<file path="config.mk">
export PLATFORM = sky130hd
export DESIGN_NAME = ray_disc_shield_hit_scan_flat
export DESIGN_NICKNAME = d
export VERILOG_FILES = /design/src/rtl/rdsh_pkg.sv /design/src/rtl/rdsh_if.sv /design/src/rtl/rdsh_mul.sv /design/src/rtl/ray_disc_shield_hit_scan.sv /design/src/flat_wrapper.sv
export SDC_FILE = /design/constraint.sdc
export NUM_CORES = 2
export LEC_CHECK = 0
export ABC_AREA = 0
export BUFFER_PORTS_ARGS = -buffer_cell sky130_fd_sc_hd__buf_2
export CORE_MARGIN = 2
export CORE_UTILIZATION = 40
export CTS_BUF_LIST = sky130_fd_sc_hd__clkbuf_16
export CTS_CLUSTER_SIZE = 25
export DETAILED_ROUTE_END_ITERATION = 12
export GPL_TIMING_DRIVEN = 0
export HOLD_SLACK_MARGIN = 0.02
export PLACE_DENSITY = 0.67
export SYNTH_ARGS = -nofsm -noshare
export SYNTH_HDL_FRONTEND = slang
export SYNTH_HIERARCHICAL = 1
export SYNTH_SLANG_ARGS = --single-unit
</file>
<file path="constraint.sdc">
create_clock -name clk -period 20.1 [get_ports clk]
set_input_delay 2.01 -clock clk [delete_from_list [all_inputs] [get_ports clk]]
set_output_delay 2.01 -clock clk [all_outputs]
set_load 0.005 [all_outputs]
</file>
<file path="src/rtl/rdsh_pkg.sv">
// ----------------------------------------------------------------------------
// rdsh_pkg
// Types and constants shared by the ray and disc shield hit scan block.
// ----------------------------------------------------------------------------
package rdsh_pkg;

	localparam int FRAC_BITS = 16;

	localparam int MUL_A_W = 32;
	localparam int MUL_B_W = 33;
	localparam int MUL_P_W = MUL_A_W + MUL_B_W;
	localparam int CNT_W   = $clog2(MUL_A_W);

	typedef struct packed {
		logic signed [31:0] atom_x;
		logic signed [31:0] atom_y;
		logic signed [31:0] atom_z;
		logic signed [31:0] ray_x;
		logic signed [31:0] ray_y;
		logic signed [31:0] ray_z;
		logic signed [31:0] disc_x;
		logic signed [31:0] disc_y;
		logic signed [31:0] disc_z;
		logic [30:0]        disc_radius;
		logic [7:0]         disc_index;
		logic               last_disc;
	} item_t;

	typedef struct packed {
		logic               hit;
		logic [7:0]         hit_index;
		logic signed [31:0] hit_x;
		logic signed [31:0] hit_y;
		logic signed [31:0] hit_z;
	} result_t;

	typedef struct packed {
		logic load;
		logic step;
	} mul_ctrl_t;

endpackage

</file>
<file path="src/rtl/rdsh_if.sv">
// ----------------------------------------------------------------------------
// rdsh_if
// Valid/ready channels for the input items and the result items.
// ----------------------------------------------------------------------------
interface rdsh_item_if;
	import rdsh_pkg::*;

	logic  valid;
	logic  ready;
	item_t data;

	modport source(output valid, output data, input ready);
	modport sink(input valid, input data, output ready);
endinterface

interface rdsh_result_if;
	import rdsh_pkg::*;

	logic    valid;
	logic    ready;
	result_t data;

	modport source(output valid, output data, input ready);
	modport sink(input valid, input data, output ready);
endinterface

</file>
<file path="src/rtl/rdsh_mul.sv">
// ----------------------------------------------------------------------------
// rdsh_mul
// Bit-serial unsigned shift-and-add multiplier, one multiplier bit per cycle while step is set.
// ----------------------------------------------------------------------------
module rdsh_mul (
	input  logic                          clk,
	input  rdsh_pkg::mul_ctrl_t           ctrl,
	input  logic [rdsh_pkg::MUL_A_W-1:0]  a,
	input  logic [rdsh_pkg::MUL_B_W-1:0]  b,
	output logic [rdsh_pkg::MUL_P_W-1:0]  prod
);
	import rdsh_pkg::*;

	logic [MUL_P_W-1:0] acc_q;
	logic [MUL_B_W-1:0] b_q;
	logic [MUL_B_W:0]   sum;

	assign sum = {1'b0, acc_q[MUL_P_W-1:MUL_A_W]} + (acc_q[0] ? {1'b0, b_q} : '0);

	always_ff @(posedge clk) begin
		if (ctrl.load) begin
			acc_q <= {{MUL_B_W{1'b0}}, a};
			b_q   <= b;
		end else if (ctrl.step) begin
			acc_q <= {sum, acc_q[MUL_A_W-1:1]};
		end
	end

	assign prod = acc_q;

endmodule

</file>
<file path="src/rtl/ray_disc_shield_hit_scan.sv">
// ----------------------------------------------------------------------------
// ray_disc_shield_hit_scan
// Streams shields of a query, finds the first disc that the line crosses.
// A tested item goes through a serial divide, a serial multiply and a serial
// square step; the divide is skipped on overflow, the square step when the point
// lies outside the disc's box. Items after a hit, or with a parallel line, skip
// all three. A result is given only for the last disc of a query, and it waits
// while the previous result is not taken. One item is in work at a time.
// Reset clears the hit latch, the sequencer and the result valid flag.
// ----------------------------------------------------------------------------
module ray_disc_shield_hit_scan (
	input  logic        clk,
	input  logic        arst_n,
	rdsh_item_if.sink   item,
	rdsh_result_if.source result
);
	import rdsh_pkg::*;

	localparam int NW = 33 + FRAC_BITS;
	localparam int SW = 67 - FRAC_BITS;
	localparam logic signed [SW-1:0] MAXV = {{(SW-32){1'b0}}, 32'h7FFF_FFFF};
	localparam logic signed [SW-1:0] MINV = {{(SW-32){1'b1}}, 32'h8000_0000};

	typedef enum logic [3:0] {
		ST_IDLE, ST_PREP, ST_DIV, ST_LOADM, ST_MUL,
		ST_ALONG, ST_CHK, ST_SQ, ST_TEST, ST_DONE
	} state_t;

	state_t             state_q;
	logic [CNT_W-1:0]   cnt_q;
	item_t              it_q;
	logic               neg_t_q, ovf_q, neg_x_q, neg_z_q;
	logic [32:0]        rem_q, dm_q;
	logic [31:0]        dvd_q;
	logic signed [31:0] x_q, z_q;
	logic               found_q;
	logic [7:0]         found_index_q;
	logic signed [31:0] found_x_q, found_y_q, found_z_q;
	logic               out_valid_q;
	result_t            out_q;

	function automatic logic signed [31:0] sat32(input logic signed [SW-1:0] v);
		if (v > MAXV) return 32'sh7FFF_FFFF;
		if (v < MINV) return 32'sh8000_0000;
		return v[31:0];
	endfunction

	function automatic logic [32:0] mag33(input logic [32:0] v);
		return v[32] ? 33'(-v) : v;
	endfunction

	function automatic logic signed [SW-1:0] along(input logic signed [31:0] p0,
			input logic [MUL_P_W-1:0] prod, input logic neg);
		logic [SW-1:0] m;
		m = {2'b0, prod[MUL_P_W-1:FRAC_BITS]};
		return {{(SW-32){p0[31]}}, p0} + (neg ? SW'(-m) : m);
	endfunction

	// Plane crossing parameter setup.
	logic [32:0] d_s, n_s, dm, nm;
	logic        d_zero, div_ovf;
	logic [NW-1:0] dvd_full;
	assign d_s      = {it_q.ray_y[31], it_q.ray_y} - {it_q.atom_y[31], it_q.atom_y};
	assign n_s      = {it_q.disc_y[31], it_q.disc_y} - {it_q.atom_y[31], it_q.atom_y};
	assign dm       = mag33(d_s);
	assign nm       = mag33(n_s);
	assign d_zero   = (d_s == '0);
	assign div_ovf  = {32'b0, nm} >= (65'(dm) << (32 - FRAC_BITS));
	assign dvd_full = {nm, {FRAC_BITS{1'b0}}};

	// Restoring divide step.
	logic [33:0] rem_sh, rem_sub;
	logic        q_bit;
	assign rem_sh  = {rem_q, dvd_q[31]};
	assign rem_sub = rem_sh - {1'b0, dm_q};
	assign q_bit   = rem_sh >= {1'b0, dm_q};

	// Saturated magnitude of the crossing parameter.
	logic [31:0] t_mag;
	always_comb begin
		if (ovf_q) begin
			t_mag = neg_t_q ? 32'h8000_0000 : 32'h7FFF_FFFF;
		end else if (neg_t_q) begin
			t_mag = (dvd_q > 32'h8000_0000) ? 32'h8000_0000 : dvd_q;
		end else begin
			t_mag = (dvd_q > 32'h7FFF_FFFF) ? 32'h7FFF_FFFF : dvd_q;
		end
	end

	logic [32:0] diffx, diffz;
	assign diffx = {it_q.ray_x[31], it_q.ray_x} - {it_q.atom_x[31], it_q.atom_x};
	assign diffz = {it_q.ray_z[31], it_q.ray_z} - {it_q.atom_z[31], it_q.atom_z};

	// Distance from the disc centre.
	logic [32:0] ex, ez, mx, mz;
	logic        in_box;
	assign ex     = {x_q[31], x_q} - {it_q.disc_x[31], it_q.disc_x};
	assign ez     = {z_q[31], z_q} - {it_q.disc_z[31], it_q.disc_z};
	assign mx     = mag33(ex);
	assign mz     = mag33(ez);
	assign in_box = (mx <= {2'b0, it_q.disc_radius}) && (mz <= {2'b0, it_q.disc_radius});

	mul_ctrl_t          mul_ctrl;
	logic [MUL_A_W-1:0] mxa, mza;
	logic [MUL_B_W-1:0] mxb, mzb;
	logic [MUL_P_W-1:0] prod_x, prod_z, prod_r;

	always_comb begin
		mul_ctrl.load = (state_q == ST_LOADM) || (state_q == ST_CHK && in_box);
		mul_ctrl.step = (state_q == ST_MUL) || (state_q == ST_SQ);
		if (state_q == ST_LOADM) begin
			mxa = t_mag;
			mza = t_mag;
			mxb = mag33(diffx);
			mzb = mag33(diffz);
		end else begin
			mxa = mx[31:0];
			mza = mz[31:0];
			mxb = mx;
			mzb = mz;
		end
	end

	rdsh_mul u_mul_x (.clk(clk), .ctrl(mul_ctrl), .a(mxa), .b(mxb), .prod(prod_x));
	rdsh_mul u_mul_z (.clk(clk), .ctrl(mul_ctrl), .a(mza), .b(mzb), .prod(prod_z));
	rdsh_mul u_mul_r (.clk(clk), .ctrl(mul_ctrl), .a({1'b0, it_q.disc_radius}),
		.b({2'b0, it_q.disc_radius}), .prod(prod_r));

	logic is_hit;
	assign is_hit = ({1'b0, prod_x} + {1'b0, prod_z}) <= {1'b0, prod_r};

	always_ff @(posedge clk or negedge arst_n) begin
		if (!arst_n) begin
			state_q       <= ST_IDLE;
			cnt_q         <= '0;
			found_q       <= 1'b0;
			found_index_q <= '0;
			found_x_q     <= '0;
			found_y_q     <= '0;
			found_z_q     <= '0;
			out_valid_q   <= 1'b0;
		end else begin
			if (out_valid_q && result.ready && !(state_q == ST_DONE && it_q.last_disc))
				out_valid_q <= 1'b0;
			case (state_q)
				ST_IDLE: begin
					if (item.valid) begin
						it_q    <= item.data;
						state_q <= ST_PREP;
					end
				end
				ST_PREP: begin
					neg_t_q <= d_s[32] ^ n_s[32];
					ovf_q   <= div_ovf;
					cnt_q   <= '0;
					rem_q   <= 33'(dvd_full[NW-1:32]);
					dvd_q   <= dvd_full[31:0];
					dm_q    <= dm;
					if (found_q || d_zero) state_q <= ST_DONE;
					else if (div_ovf) state_q <= ST_LOADM;
					else state_q <= ST_DIV;
				end
				ST_DIV: begin
					rem_q <= q_bit ? rem_sub[32:0] : rem_sh[32:0];
					dvd_q <= {dvd_q[30:0], q_bit};
					cnt_q <= cnt_q + 1'b1;
					if (cnt_q == CNT_W'(MUL_A_W - 1)) state_q <= ST_LOADM;
				end
				ST_LOADM: begin
					neg_x_q <= neg_t_q ^ diffx[32];
					neg_z_q <= neg_t_q ^ diffz[32];
					cnt_q   <= '0;
					state_q <= ST_MUL;
				end
				ST_MUL: begin
					cnt_q <= cnt_q + 1'b1;
					if (cnt_q == CNT_W'(MUL_A_W - 1)) state_q <= ST_ALONG;
				end
				ST_ALONG: begin
					x_q     <= sat32(along(it_q.atom_x, prod_x, neg_x_q));
					z_q     <= sat32(along(it_q.atom_z, prod_z, neg_z_q));
					state_q <= ST_CHK;
				end
				ST_CHK: begin
					cnt_q   <= '0;
					state_q <= in_box ? ST_SQ : ST_DONE;
				end
				ST_SQ: begin
					cnt_q <= cnt_q + 1'b1;
					if (cnt_q == CNT_W'(MUL_A_W - 1)) state_q <= ST_TEST;
				end
				ST_TEST: begin
					if (is_hit) begin
						found_q       <= 1'b1;
						found_index_q <= it_q.disc_index;
						found_x_q     <= x_q;
						found_y_q     <= it_q.disc_y;
						found_z_q     <= z_q;
					end
					state_q <= ST_DONE;
				end
				ST_DONE: begin
					if (!it_q.last_disc) begin
						state_q <= ST_IDLE;
					end else if (!out_valid_q || result.ready) begin
						out_valid_q     <= 1'b1;
						out_q.hit       <= found_q;
						out_q.hit_index <= found_index_q;
						out_q.hit_x     <= found_x_q;
						out_q.hit_y     <= found_y_q;
						out_q.hit_z     <= found_z_q;
						found_q         <= 1'b0;
						found_index_q   <= '0;
						found_x_q       <= '0;
						found_y_q       <= '0;
						found_z_q       <= '0;
						state_q         <= ST_IDLE;
					end
				end
				default: state_q <= ST_IDLE;
			endcase
		end
	end

	assign item.ready   = arst_n && (state_q == ST_IDLE);
	assign result.valid = out_valid_q;
	assign result.data  = out_q;

endmodule
</file>
<file path="src/flat_wrapper.sv">
// flat-port wrapper written by rule: the top's interface ports become plain ports
module ray_disc_shield_hit_scan_flat import rdsh_pkg::*;
  (clk, arst_n, item_valid, item_data, item_ready, result_valid, result_data, result_ready);
  rdsh_item_if item_i ();
  rdsh_result_if result_i ();
  input  logic clk;
  input  logic arst_n;
  input wire logic [$bits(item_i.valid)-1:0] item_valid;
  input wire logic [$bits(item_i.data)-1:0] item_data;
  output wire logic [$bits(item_i.ready)-1:0] item_ready;
  output wire logic [$bits(result_i.valid)-1:0] result_valid;
  output wire logic [$bits(result_i.data)-1:0] result_data;
  input wire logic [$bits(result_i.ready)-1:0] result_ready;
  assign item_i.valid = item_valid;
  assign item_i.data = item_data;
  assign item_ready = item_i.ready;
  assign result_valid = result_i.valid;
  assign result_data = result_i.data;
  assign result_i.ready = result_ready;
  ray_disc_shield_hit_scan u_core (.clk(clk), .arst_n(arst_n), .item(item_i), .result(result_i));
endmodule
</file>
==> out/qor.csv <==
stage;metric;value;unit
outcome;status;finished clean;
logic_synthesis;Synth Register Bits;1008;
sta;Slew Viols, Final;0;
run;max cap viols;0;
critical_path;Worst EP required;20.52;ns
sta;Final Hold Viols;0;
clock_tree;cts repair resizes;0;
critical_path;critical path fanouts, max;61;
global_route;initial antenna violation count;20;
logic_synthesis;Synth Area per Inst;9.52;µm²
critical_path;Slowest-stage cell, CP;mux2i_1;
global_route;first-pass GRT wire length;381000;µm
logic_synthesis;Syn. warnings;6;
pwr;P_sw;6.38;mW
die;initial core utilization;40.2;%
pwr;Max IR drop VDD;0.0856;mV
placed_design;GPL Wtd Cong;0.976;
critical_path;reg-to-reg startpoint;u_core/z_q[4]$_SDFFCE_PN1P_;
global_route;GR Overflow Total;0;
critical_path;Reg2Reg Depth;31;
critical_path;internal reg-to-reg setup slack;8.64;ns
layout;FF/Latch Area;28700;µm²
sta;fin crit period;11.46;ns
sta;Layout Skew;0.0758;ns
drt;drt drc;0;
critical_path;CP Capture Type;flip-flop;
min_path;Worst Hold Depth;0;
clock_tree;Post-CTS Hold Buffers;0;
logic_synthesis;Synth Cell Area;74300;µm²
clock_tree;Max clock buf depth;3;
clock_tree;TritonCTS clock tree;done;
critical_path;Worst Path Arrival;11.87;ns
clock_tree;clock tree sinks;1008;
die;core region area;185000;µm²
placed_design;Port Buf Inserts;438;
pwr;Sw Ratio;47.3;%
sta;worst-margin pin slew;1.33;ns
drt;final wirelength;260000;µm
critical_path;family with the most delay on the worst path;compound AO/OA/AOI/OAI gates;
sta;Final period util;57.0;%
die;die height;435;µm
die;Top Ports;439;
clock_tree;Num CTS Buffers;112;
logic_synthesis;Post-synth EDFFs;794;
pwr;internal power;7.10;mW
critical_path;CP Launch Type;flip-flop;
layout;ratio of cells with drive above 1 in the final layout;10.5;%
drt;drt initial violations;6358;
sta;max frequency;87.3;MHz
die;DIE AREA;189000;µm²
global_route;GRT Total Usage;26.4;%
logic_synthesis;distinct cell type count after synthesis;118;
logic_synthesis;sequential share of the synthesized area;38.6;%
pwr;Comb pwr share;58.2;%
critical_path;Crit path largest cell delay;0.96;ns
min_path;Worst Hold Path EP;u_core/result.data[71]$_DFFE_PP_;
layout;multi-input logic area;42600;µm²
sta;Final setup viols;0;
layout;# fillers;17700;
placed_design;Final HPWL DP;211000;µm
layout;Nets;9375;
min_path;min-delay worst type;flip-flop to flip-flop;
critical_path;R2R Path End;u_core/u_mul_x/prod[27]$_DFFE_PP_;
drt;via count;64500;
layout;Final Instance Area;84000;µm²
drt;post-DR wirelength/cell;23.7;µm
clock_tree;post-CTS setup buffer count;0;
sta;relative slew slack;11.1;%
pwr;power per cell area;161;nW/µm²
sta;unrepaired setup endpoints after global routing;no;
clock_tree;H-tree Lvls;3;
drt;Final ANT Viol Nets;0;
global_route;largest net degree at the start of global routing;78;
sta;sum of negative setup slack;0;ns
layout;Synth-to-Final Area Change;13.0;%
pwr;Clk pwr share;15.9;%
die;FP Rows;158;
die;Die X;435;µm
clock_tree;Clock Tree Root;clkbuf_16;
pwr;Pleak;34.9;nW
clock_tree;clock latency on the worst-skew pair;0.82;ns
clock_tree;Worst-path clk slew;0.06;ns
critical_path;WP buf/inv;8;
drt;DRT Pass-1 Iters;8;
placed_design;Placed Area;80100;µm²
min_path;min-delay src;u_core/found_x_q[7]$_DFFE_PN0P_;
global_route;vias in the first global route;61200;
logic_synthesis;Synth Flop Type;edfxtp_1;
drt;vias per cell;5.88;
layout;fin util;45.4;%
pwr;Flop pwr share;26.0;%
logic_synthesis;Async SR Flop Fraction;11.4;%
critical_path;critical path class;flip-flop to flip-flop;
critical_path;cell repeated most along the worst path;clkbuf_1;
logic_synthesis;cells after synthesis;7811;
worst max-delay path by stage:
stage               slack (ns)                         from                           endpoint  depth (start not counted)
CTS                       8.55  u_core/z_q[4]$_SDFFCE_PN1P_  u_core/u_mul_x/prod[19]$_DFFE_PP_                         31
floorplan                 9.60                       arst_n           u_core/it_q[0]$_DFFE_PP_                          3
detailed placement        8.64  u_core/z_q[4]$_SDFFCE_PN1P_  u_core/u_mul_x/prod[14]$_DFFE_PP_                         31
global placement          2.63                       arst_n         u_core/it_q[327]$_DFFE_PP_                          4
finish                    8.64  u_core/z_q[4]$_SDFFCE_PN1P_  u_core/u_mul_x/prod[27]$_DFFE_PP_                         31
global route              8.15  u_core/z_q[4]$_SDFFCE_PN1P_  u_core/u_mul_x/prod[27]$_DFFE_PP_                         31
per-layer routing:
metal	share of wire, %	wire [µm]	track usage [%]	vias to the layer above
li1	-	-	-	30200
met1	41	106000	32.9	31300
met2	48	124000	44.8	2449
met3	6.3	16400	3.68	552
met4	5.4	14100	12.7	12
met5	0.038	100	0	-
Yosys cell counts, types with 99 or more instances:
master,instances,area [µm²]
ha_1,642,8030
dfxtp_1,99,1980
nand4_1,136,851
and2_1,164,1030
nand2_1,542,2030
xnor2_1,468,4100
inv_1,513,1930
xor2_1,210,1840
o21ai_0,509,2550
dfrtp_1,115,2880
clkbuf_1,237,890
mux2_2,99,1110
edfxtp_1,794,23800
nor2_1,446,1670
a22o_1,112,981
nor3_1,137,686
a21oi_1,601,3010
nand3_1,146,731
a21o_1,334,2510
sequential cells by signal, indices dropped and copies added, names as in the netlist, 65 cells and up:
name,flops
u_core/u_mul_x/prod,65
u_core/u_mul_r/prod,65
u_core/it_q,328
u_core/result.data,105
u_core/u_mul_z/prod,65
per-stage QoR:
step           setup WS (ns)  cells  hold slack, ns  power [mW]
6_report                8.64  11000           0.451        13.5
5_1_grt                 8.15  11000           0.449        14.3
4_1_cts                 8.55  11000           0.436        13.3
3_5_place_dp            8.64  10800           0.432        11.1
3_3_place_gp            2.63  10700           0.431        11.0
2_1_floorplan           9.60   7813           0.426        8.75
cell type report:
type / count / area share [%]
clock buffers: 113 / 3.37
flip-flops and latches: 1008 / 34.2
diodes: 11 / 0.0328
plain buffers: 284 / 1.42
well taps: 2480 / 3.70
clock inverters: 97 / 1.16
inverters: 514 / 2.30
repair buffers: 461 / 3.16
multi-input cells: 6007 / 50.7
power groups by stage:
| stage | combinational, mW | sequential, mW | clock [mW] |
|---|---|---|---|
| final | 7.84 | 3.50 | 2.14 |
| after global routing | 8.56 | 3.53 | 2.24 |
| after global placement | 7.45 | 3.59 | 0 |
| after CTS | 7.65 | 3.50 | 2.17 |
| after detailed placement | 7.59 | 3.54 | 0 |
| after floorplan | 5.48 | 3.27 | 0 |
logic make-up after synthesis:
group           count (synthesis)  share of synthesized area [%]
fa+ha+maj                     655                           11.2
other cells                     1                        0.00505
flops                        1008                           38.6
xor+xnor                      679                           8.01
mux                           179                           2.58
compound gates               2406                           21.2
buf+inv                       798                           4.20
simple gates                 2085                           14.2
cell usage in the layout, fill, tap and decap left out, types with 79 or more instances in the layout:
cell type / synthesis / final
a21oi_1: 601 / 600
edfxtp_1: 794 / 794
dfrtp_1: 115 / 115
nand2b_1: 81 / 81
o21ai_0: 509 / 509
o31ai_1: 85 / 85
mux2_2: 99 / 99
clkbuf_1: 237 / 237
buf_2: 9 / 447
nand2_1: 542 / 541
dfxtp_1: 99 / 99
ha_1: 642 / 642
and2_1: 164 / 163
a21o_1: 334 / 334
inv_1: 513 / 528
nand3_1: 146 / 146
o21bai_1: 79 / 79
xor2_1: 210 / 210
a22o_1: 112 / 112
clkbuf_16: 0 / 113
nor2_1: 446 / 444
a211oi_1: 93 / 93
nand4_1: 136 / 136
xnor2_1: 468 / 468
nor3_1: 137 / 136
o21a_1: 87 / 87
No activity file was read; power rests on OpenSTA's default activity.
